File: src/hdl/assert_macros.svh
// assertion macros included by the scanner top
`ifndef ASSERT_MACROS_SVH
`define ASSERT_MACROS_SVH

`ifndef ASSERT_OFF

// property must hold at every clock edge out of reset
`define ASSERT_AT(label, clk, rst_n, prop, msg) \
    label: assert property (@(posedge clk) disable iff (!rst_n) (prop)) else $error(msg);

// condition must never be seen at a clock edge out of reset
`define ASSERT_NEVER(label, clk, rst_n, cond, msg) \
    label: assert property (@(posedge clk) disable iff (!rst_n) not (cond)) else $error(msg);

`else

`define ASSERT_AT(label, clk, rst_n, prop, msg)
`define ASSERT_NEVER(label, clk, rst_n, cond, msg)

`endif

`endif

File: src/hdl/mpds_pkg.sv
// shared types, codes and widths of the dfa scanner
package mpds_pkg;

    localparam int OP_W      = 2;
    localparam int STATE_W   = 10;
    localparam int BYTE_W    = 8;
    localparam int MASK_W    = 32;
    localparam int COUNT_W   = 32;
    localparam int STATE_SPAN = 1 << STATE_W;

    localparam int DEF_NUM_STATES   = 1024;
    localparam int DEF_ALPHABET     = 256;
    localparam int DEF_NUM_PATTERNS = 32;

    localparam logic [OP_W-1:0] OP_WR_TRANS = 2'd0;
    localparam logic [OP_W-1:0] OP_WR_MASK  = 2'd1;
    localparam logic [OP_W-1:0] OP_RESTART  = 2'd2;
    localparam logic [OP_W-1:0] OP_SCAN     = 2'd3;

    // table memory enables
    typedef struct packed {
        logic tr_we;
        logic tr_re;
        logic mk_we;
        logic mk_re;
    } t_tbl_ctl;

    // statistics counter controls
    typedef struct packed {
        logic clr;
        logic inc_bytes;
        logic load_mask;
        logic accum;
    } t_stat_ctl;

endpackage

File: src/hdl/mpds_stats.sv
// byte and match counters with a two-stage population count
module mpds_stats
    import mpds_pkg::*;
#(
    parameter int PAT_W = DEF_NUM_PATTERNS,
    localparam int GRP_N = (PAT_W + 7) / 8,
    localparam int SUM_W = $clog2(PAT_W + 1)
) (
    input  logic               i_clk,
    input  logic               i_rst_n,
    input  t_stat_ctl          i_ctl,
    input  logic [PAT_W-1:0]   i_mask,
    output logic [COUNT_W-1:0] o_bytes,
    output logic [COUNT_W-1:0] o_matches
);

    logic [GRP_N*8-1:0]  mask_pad;
    logic [3:0]          r_grp [GRP_N];
    logic [3:0]          n_grp [GRP_N];
    logic [SUM_W-1:0]    grp_sum;
    logic [COUNT_W-1:0]  r_bytes;
    logic [COUNT_W-1:0]  r_matches;

    assign mask_pad = (GRP_N*8)'(i_mask);

    // first stage: bits set in each byte of the mask
    always_comb begin
        for (int g = 0; g < GRP_N; g++) begin
            n_grp[g] = '0;
            for (int b = 0; b < 8; b++) begin
                n_grp[g] = n_grp[g] + 4'(mask_pad[g*8+b]);
            end
        end
    end

    // second stage: add the byte counts
    always_comb begin
        grp_sum = '0;
        for (int g = 0; g < GRP_N; g++) begin
            grp_sum = grp_sum + SUM_W'(r_grp[g]);
        end
    end

    always_ff @(posedge i_clk) begin
        if (i_ctl.load_mask) begin
            r_grp <= n_grp;
        end
    end

    always_ff @(posedge i_clk) begin
        if (!i_rst_n || i_ctl.clr) begin
            r_bytes   <= '0;
            r_matches <= '0;
        end else begin
            if (i_ctl.inc_bytes) begin
                r_bytes <= r_bytes + COUNT_W'(1);
            end
            if (i_ctl.accum) begin
                r_matches <= r_matches + COUNT_W'(grp_sum);
            end
        end
    end

    assign o_bytes   = r_bytes;
    assign o_matches = r_matches;

endmodule

File: config.mk
export PLATFORM = sky130hd
export DESIGN_NAME = mpds_stats
export DESIGN_NICKNAME = d
export VERILOG_FILES = /design/src/hdl/assert_macros.svh /design/src/hdl/mpds_pkg.sv /design/src/hdl/mpds_stats.sv
export SDC_FILE = /design/constraint.sdc
export NUM_CORES = 1
export LEC_CHECK = 0
export BUFFER_PORTS_ARGS = -buffer_cell sky130_fd_sc_hd__buf_4
export CAP_MARGIN = 20
export CELL_PAD_IN_SITES_DETAIL_PLACEMENT = 1
export CELL_PAD_IN_SITES_GLOBAL_PLACEMENT = 2
export CORE_MARGIN = 3
export CORE_UTILIZATION = 33
export DETAILED_ROUTE_END_ITERATION = 8
export MAX_ROUTING_LAYER = met4
export PLACE_DENSITY = 0.8
export SLEW_MARGIN = 10
export SYNTH_ARGS = -nofsm -noshare
export SYNTH_HDL_FRONTEND = slang
export SYNTH_SLANG_ARGS = --single-unit
File: constraint.sdc
create_clock -name i_clk -period 4.7 [get_ports i_clk]
set_input_delay 0.47 -clock i_clk [delete_from_list [all_inputs] [get_ports i_clk]]
set_output_delay 0.47 -clock i_clk [all_outputs]
set_load 0.005 [all_outputs]
Word-level counts from Yosys, hierarchy flattened
Cells that the tools add are included.

cells by class
  $add $sub $neg = 33
  reduce and logical (&&, ||, !) cells = 2

operators by type and width
  kind                                           count
  adder 4 x 1 -> 4 bit                           16
  adder 32 x 1 -> 32 bit, second input constant  1
  adder 32 x 6 -> 32 bit                         1
  adder 3 x 1 -> 4 bit                           4
  adder 2 x 1 -> 3 bit                           4
  adder 1 x 1 -> 2 bit                           4
  adder 5 x 4 -> 6 bit                           1
  adder 6 x 4 -> 6 bit                           1
  adder 4 x 4 -> 5 bit                           1
  logical NOT 1 bit                              1
  logical OR 1 bit                               1

word-level totals
  register bits = 80
  input bits = 38
  output and inout bits = 64

Logic depth before layout (Yosys ltp)
Gate-level depths: netlist of run 1.

  word-level depth = 7
  gate-level depth with buffers = 15

Worst setup path after synthesis of run 1
No wires, ideal clock.

  path kind = register -> register
  start = reg r_matches[1], in the netlist o_matches[1]
  end = reg r_matches[27], in the netlist o_matches[27]
  arrival = 3.697 ns
  required time = 4.629 ns
  path slack = 0.932 ns
  stages on the path, launching flop included = 16
  path buffers = 2
  clock period less this slack = 3.768 ns
  cells stage by stage = dfxtp_1 -> inv_1 -> fa_1 -> fa_1 -> fa_1 -> inv_1 -> ha_1 -> inv_1 -> fa_1 -> nor2b_1 -> o31a_1 -> clkbuf_1 -> o211ai_1 -> buf_2 -> or3_1 -> a21oi_1

between the ends
  word-level cells in the longest chain between the ends = 1

ends and longest elaborated chain
  element                 RTL line          RTL
  from (decl)             mpds_stats.sv:22  logic [COUNT_W-1:0] r_matches;
  from (signal assigned)  mpds_stats.sv:59  r_matches <= r_matches + COUNT_W'(grp_sum);
  adder 32 x 6 -> 32 bit  mpds_stats.sv:59

Every way passes these cells.
A chain may end at the register's enable or synchronous reset.

Worst setup path after layout of run 1
  start = reg r_matches[1], in the netlist o_matches[1]
  end = reg r_matches[31], in the netlist o_matches[31]

The elaborated chain is that of the path after synthesis.

==> results by group, run 1 <==
GRT
  – Largest net degree at the start of global routing: 65
  – First-pass GRT wire length: 17200 microns
  – Vias in the first global route: 3665
  – Grt total ovfl: 0
  – GR Util All Layers: 0.146
  – Initial antenna violation count: 0

Synthesis
  – Ys Warns: 0
  – Post-synth EDFFs: 16
  – Post-Syn Area: 4550 sq um
  – Ys flop type: dfxtp_1
  – Asr flop ratio synth: 0
  – Cells after Synth: 477
  – Syn Area/Cell: 9.53 sq um
  – Register bit total from synthesis: 80
  – Sequential fraction of the synthesis area: 0.387
  – Syn Nets: 566
  – Post-synth cell types: 42

STA
  – Total negative setup slack: 0 ps
  – RSZ-0062 raised after global routing: no
  – Max-slew violations: 0
  – Min Tclk post-route: 4170 ps
  – Setup violators final: 0
  – Final hold vios: 0
  – Final period utilization: 0.887
  – Fmax: 0.240 GHz
  – Clock skew: 6.58 ps
  – Rel. slew slack: 0.337
  – Worst slew pin tran: 991 ps
  – Hold WS: 432 ps

Place
  – Post-DP HPWL: 8060 microns
  – RePlAce Congestion: 0.789
  – Placed Area: 5460 sq um
  – Buffers added on ports: 101

Routing
  – Post-Route WL: 10400 microns
  – DR WL met3: 522 microns
  – Met2 WL post-DR: 5270 microns
  – Antenna-violating nets left: 0
  – Avg WL per Cell: 13.8 microns
  – Drt initial violations: 144
  – Via count: 3562
  – Top sig layer: met4
  – Met1 wire length: 4440 microns
  – Post-DR vias/cell: 4.72
  – First-pass DRT Iterations: 4
  – DRC: 0

Min path
  – Hold Path Class: in2reg
  – Hold Path Depth: 2

Power and ir drop
  – Max IR drop VDD: 0.000238 V
  – PnR Total Power: 0.00259 W
  – Pwr dens: 453 nW/um^2
  – Static Leak: 2.59 nW

Cells and area
  – Commonest non-fill, non-tap cell in the layout: buf_4
  – Nets: 663
  – ANT cells: 0
  – Most frequent cells in the layout: buf_4 (102), inv_1 (74), dfxtp_1 (64)
  – Area delta synth->final: 26.0%
  – Final instance area: 5730 sq um
  – Fraction of layout cells with a size suffix above 1: 0.213

CTS
  – Postcts setup bufs: 0
  – Cts repair resizes: 0
  – CTS max path bufs: 2
  – Root Driver: clkbuf_16
  – # H-tree levels: 3
  – Number of CTS-inserted buffers: 9
  – Clock slew at reported path FFs: 60 ps
  – CTS hold repair buffers: 0
  – CTS tree: built
  – Clk sinks: 80
  – Clk_lat worst skew: 330 ps

Job
  – Max-cap viol count: 0

Setup path
  – CP arrival: 4430 ps
  – Critical Path, Cell by Cell: inv_1 -> fa_1 -> fa_1 -> fa_1 -> inv_1 -> ha_1 -> inv_1 -> fa_1 -> nor2b_1 -> o31a_1 -> o211ai_1 -> or3_1 -> a21oi_1
  – CP bufs+invs: 3
  – CP max FO: 11
  – CP most frequent cell: fa_1
  – CP Class: reg2reg
  – Crit. path cell count: 13
  – Crit-path max cell delay: 560 ps
  – Largest delay share family, worst path: adder cells
  – Max stage delay cell, worst path: fa_1
  – CP Launch Type: register
  – Worst reg2reg path depth: 13
  – CP Data Required Time: 4960 ps
  – CP Capture Type: register

Die
  – Starting Density: 0.341
  – Die ar.: 15200 sq um
  – Core Area: 13300 sq um
  – Site Rows: 42
  – Die H: 123 microns
  – Horiz. Die Dim: 123 microns
  – Ports: 102

Run status
  – Status: finished clean
[Yosys cell counts, types with 2 or more instances]
master,count,share of area
a211oi_1,2,0.0033
a21oi_1,14,0.015
and2_1,3,0.0041
and3_1,11,0.015
and4_1,4,0.0077
buf_2,2,0.0022
clkbuf_1,10,0.0083
dfxtp_1,64,0.28
edfxtp_1,16,0.11
fa_1,27,0.12
ha_1,24,0.066
inv_1,74,0.061
mux2i_1,7,0.015
nand2_1,16,0.013
nand3_1,12,0.013
nand4_1,22,0.030
nor2_1,63,0.052
nor2b_1,5,0.0069
nor3_1,3,0.0033
o2111ai_1,3,0.0058
o211ai_1,4,0.0066
o21ai_0,11,0.012
or3_1,7,0.0096
xnor2_1,12,0.023
xor2_1,44,0.085
[area by class of cell]
cell class                      instances  area (sq um)
Clock buffer                           12           256
Fill cell                            1578          7620
Timing Repair Buffer                  102           766
Multi-Input combinational cell        307          2430
Sequential cell                        80          1760
Tap cell                              176           220
Inverter                               74           278
Clock inverter                          3          16.3
[state kept, by name (all words and copies together) (netlist names)]
| name | flops |
|---|---|
| o_bytes | 32 |
| o_matches | 32 |
| r_grp | 16 |
[routing by layer]
metal / vias up / global-route usage
li1: 1748 / -
met1: 1732 / 0.174
met2: 72 / 0.246
met3: 10 / 0.0348
met4: 0 / 0.0457
met5: - / -
[metrics by stage]
step	cells	setup WS, ps	utilization
CTS	754	546	0.429
floorplan	477	932	-
global route	754	267	0.429
detailed placement	739	567	0.409
global placement	739	740	0.409
finish	754	532	0.429
[cells by family after synthesis]
| kind of cell | Yosys count | share of synthesized area |
|---|---|---|
| buf+inv | 90 | 0.0776 |
| xor+xnor | 56 | 0.108 |
| flops | 80 | 0.387 |
| fa+ha+maj | 51 | 0.185 |
| simple gates | 154 | 0.174 |
| mux | 7 | 0.0154 |
| compound gates | 39 | 0.0526 |
[report_power, final]
group	internal [W]	leakage, nW	switching [W]
sequential	0.000770	0.671	0.0000295
combinational	0.000510	1.78	0.000636
clock	0.000382	0.139	0.000266
[path summary, 6_finish.rpt]
| check | startpoint | to | slack [ps] |
|---|---|---|---|
| min | i_mask[26] | r_grp[0] | 430 |
| max reg2reg | o_matches[1] | o_matches[31] | 530 |
| min reg2reg | o_bytes[31] | o_bytes[31] | 510 |
| max | o_matches[1] | o_matches[31] | 530 |
Power figures use the tool's default switching activity.
==> inputs of run 2 (changes only) <==
--- a/config.mk
+++ b/config.mk
@@ -5,7 +5,7 @@
 export SDC_FILE = /design/constraint.sdc
 export NUM_CORES = 1
 export LEC_CHECK = 0
-export BUFFER_PORTS_ARGS = -buffer_cell sky130_fd_sc_hd__buf_4
+export BUFFER_PORTS_ARGS = -buffer_cell sky130_fd_sc_hd__buf_2
 export CAP_MARGIN = 20
 export CELL_PAD_IN_SITES_DETAIL_PLACEMENT = 1
 export CELL_PAD_IN_SITES_GLOBAL_PLACEMENT = 2
==> run 2 against run 1 <==
  * Routed wire length decreased by 1.4%
  * Clock power is 18% higher
  * Sequential cell count stayed put
  * Cell count grew 0.13%
  * Combinational power about the same
  * Largest power group unchanged
==> results by group, run 2 (synthesized netlist as in run 1, its figures left out) <==
STA
  – Final period utilization: 0.868 (was 0.887)
  – Final WS setup: 619 ps (was 532 ps)
  – Clock skew: 8.58 ps (was 6.58 ps)
  – Min Tclk post-route: 4080 ps (was 4170 ps)
  – Rel. slew slack: 0.345 (was 0.337)
  – Max-slew violations: 0 (unchanged)
  – Worst slew pin tran: 979 ps (was 991 ps)
  – Total negative setup slack: 0 ps (unchanged)
  – RSZ-0062 raised after global routing: no (unchanged)
  – Setup violators final: 0 (unchanged)
  – Final hold vios: 0 (unchanged)
  – Fmax: 0.245 GHz (was 0.240 GHz)

Power and ir drop
  – Cell-internal power: 0.00173 W (was 0.00166 W)
  – Clock group share of total power: 0.285 (was 0.250)
  – Sw frac: 0.354 (was 0.359)
  – Static Leak: 2.59 nW (about the same)
  – Sequential cell fraction of total power: 0.297 (was 0.308)
  – Pwr dens: 485 nW/um^2 (was 453 nW/um^2)
  – Max IR drop VDD: 0.000291 V (was 0.000238 V)
  – PnR Total Power: 0.00268 W (was 0.00259 W)
  – Logic gate share of total power: 0.418 (was 0.442)
  – P_sw: 0.000948 W (was 0.000931 W)

GRT
  – Initial antenna violation count: 0 (unchanged)
  – Vias in the first global route: 3655 (was 3665)
  – Largest net degree at the start of global routing: 65 (unchanged)
  – GR Util All Layers: 0.144 (was 0.146)
  – First-pass GRT wire length: 16900 microns (was 17200 microns)
  – Grt total ovfl: 0 (unchanged)

Cells and area
  – Final instance area: 5530 sq um (was 5730 sq um)
  – Commonest non-fill, non-tap cell in the layout: buf_2 (was buf_4)
  – Area delta synth->final: 21.7% (was 26.0%)
  – Fillers: 1597 (was 1578)
  – Final Non-Filler Cells: 755 (was 754)
  – Most frequent cells in the layout: buf_2 (101), inv_1 (74), dfxtp_1 (64) (was buf_4 (102), inv_1 (74), dfxtp_1 (64))
  – Fraction of layout cells with a size suffix above 1: 0.216 (was 0.213)
  – ANT cells: 0 (unchanged)
  – Nets: 663 (unchanged)

Place
  – Buffers added on ports: 101 (unchanged)
  – Setup WS pre-CTS: 636 ps (was 567 ps)
  – Placed instance count: 739 (unchanged)
  – RePlAce Congestion: 0.794 (was 0.789)
  – Placed Area: 5200 sq um (was 5460 sq um)
  – Post-DP HPWL: 7910 microns (was 8060 microns)

Die
  – Die H: 123 microns (unchanged)
  – Horiz. Die Dim: 123 microns (unchanged)
  – Starting Density: 0.341 (unchanged)
  – Core Area: 13300 sq um (unchanged)
  – Ports: 102 (unchanged)
  – Site Rows: 42 (unchanged)
  – Die ar.: 15200 sq um (unchanged)

Setup path
  – Critical Path, Cell by Cell: inv_1 -> fa_1 -> fa_1 -> fa_1 -> inv_1 -> ha_1 -> inv_1 -> fa_1 -> nor2b_1 -> o31a_1 -> o211ai_1 -> or3_1 -> a21oi_1 (unchanged)
  – Worst r2r src: o_matches[1] (unchanged)
  – CP Data Required Time: 4960 ps (about the same)
  – CP Capture Type: register (unchanged)
  – CP Class: reg2reg (unchanged)
  – Crit path launch: o_matches[1] (unchanged)
  – CP most frequent cell: fa_1 (unchanged)
  – CP arrival: 4340 ps (was 4430 ps)
  – Max stage delay cell, worst path: fa_1 (unchanged)
  – CP max FO: 11 (unchanged)
  – Crit-path max cell delay: 560 ps (about the same)
  – CP Launch Type: register (unchanged)

Job
  – Max-cap viol count: 0 (unchanged)

CTS
  – Postcts setup bufs: 0 (unchanged)
  – CTS hold repair buffers: 0 (unchanged)
  – Cts repair resizes: 0 (unchanged)
  – # H-tree levels: 3 (unchanged)
  – CTS max path bufs: 2 (unchanged)
  – Clk sinks: 80 (unchanged)
  – CTS tree: built (unchanged)
  – Clk_lat worst skew: 340 ps (was 330 ps)
  – Number of CTS-inserted buffers: 9 (unchanged)
  – Root Driver: clkbuf_16 (unchanged)
  – Clock slew at reported path FFs: 60 ps (about the same)

Routing
  – DRC: 0 (unchanged)
  – Post-DR vias/cell: 4.73 (was 4.72)
  – Avg WL per Cell: 13.5 microns (was 13.8 microns)
  – Via count: 3570 (was 3562)
  – Drt initial violations: 149 (was 144)
  – Post-Route WL: 10200 microns (was 10400 microns)
  – Antenna-violating nets left: 0 (unchanged)
  – First-pass DRT Iterations: 4 (unchanged)

Min path
  – Hold Path Class: in2reg (unchanged)
  – Min-Delay Startpoint: i_mask[18] (was i_mask[26])

Run status
  – Status: finished clean (unchanged)
run 2: cell count changes in the layout (fill, tap and decap cells not counted):
cell / delta
clkbuf_1: -1
clkinv_2: -2
buf_4: -101
clkinv_4: +2
clkbuf_8: -2
clkinvlp_4: +1
inv_4: -1
bufinv_16: +2
inv_6: +2
buf_2: +101
run 2: critical path, delay by kind of cell (launching register included):
family,cells,cell delay [ps]
simple gates,2,610
fa+ha+maj,5,2050
flops,1,350
buf+inv,3,200
compound gates,3,810
run 2: path summary, 6_finish.rpt:
kind                         to  slack [ps]  depth (start not counted)
hold / removal         r_grp[4]         450                          2
setup reg to reg  o_matches[31]         620                         13
hold reg to reg    o_matches[2]         500                          2
setup / recovery  o_matches[31]         620                         13
run 2: through the flow:
stage,hold slack (ps),utilization
floorplan,471,-
global placement,465,0.390
detailed placement,499,0.390
CTS,435,0.415
global route,441,0.415
finish,449,0.415
run 2: layout make-up:
| type | instances | area, sq um | share of cell area |
|---|---|---|---|
| inverter | 74 | 278 | 0.0502 |
| timing repair buffer | 102 | 513 | 0.0927 |
| tap | 176 | 220 | 0.0398 |
| clock inverter | 7 | 103 | 0.0185 |
| multi-input combinational | 307 | 2430 | 0.440 |
| clock buffer | 9 | 225 | 0.0407 |
| sequential | 80 | 1760 | 0.318 |
run 2: power groups by stage:
stage                     Combinational, W  Clock [W]  Sequential, W
after floorplan                   0.000861          0       0.000808
after detailed placement           0.00115          0       0.000814
after CTS                          0.00117   0.000792       0.000798
final                              0.00112   0.000766       0.000796
after global placement             0.00111          0       0.000811
after global routing               0.00134   0.000825       0.000805
run 2: metal layers:
metal,GRT usage,vias to the layer above,part of all wire
li1,-,1751,-
met1,0.170,1739,0.43
met2,0.242,71,0.50
met3,0.0348,9,0.051
met4,0.0457,0,0.012
met5,-,-,0
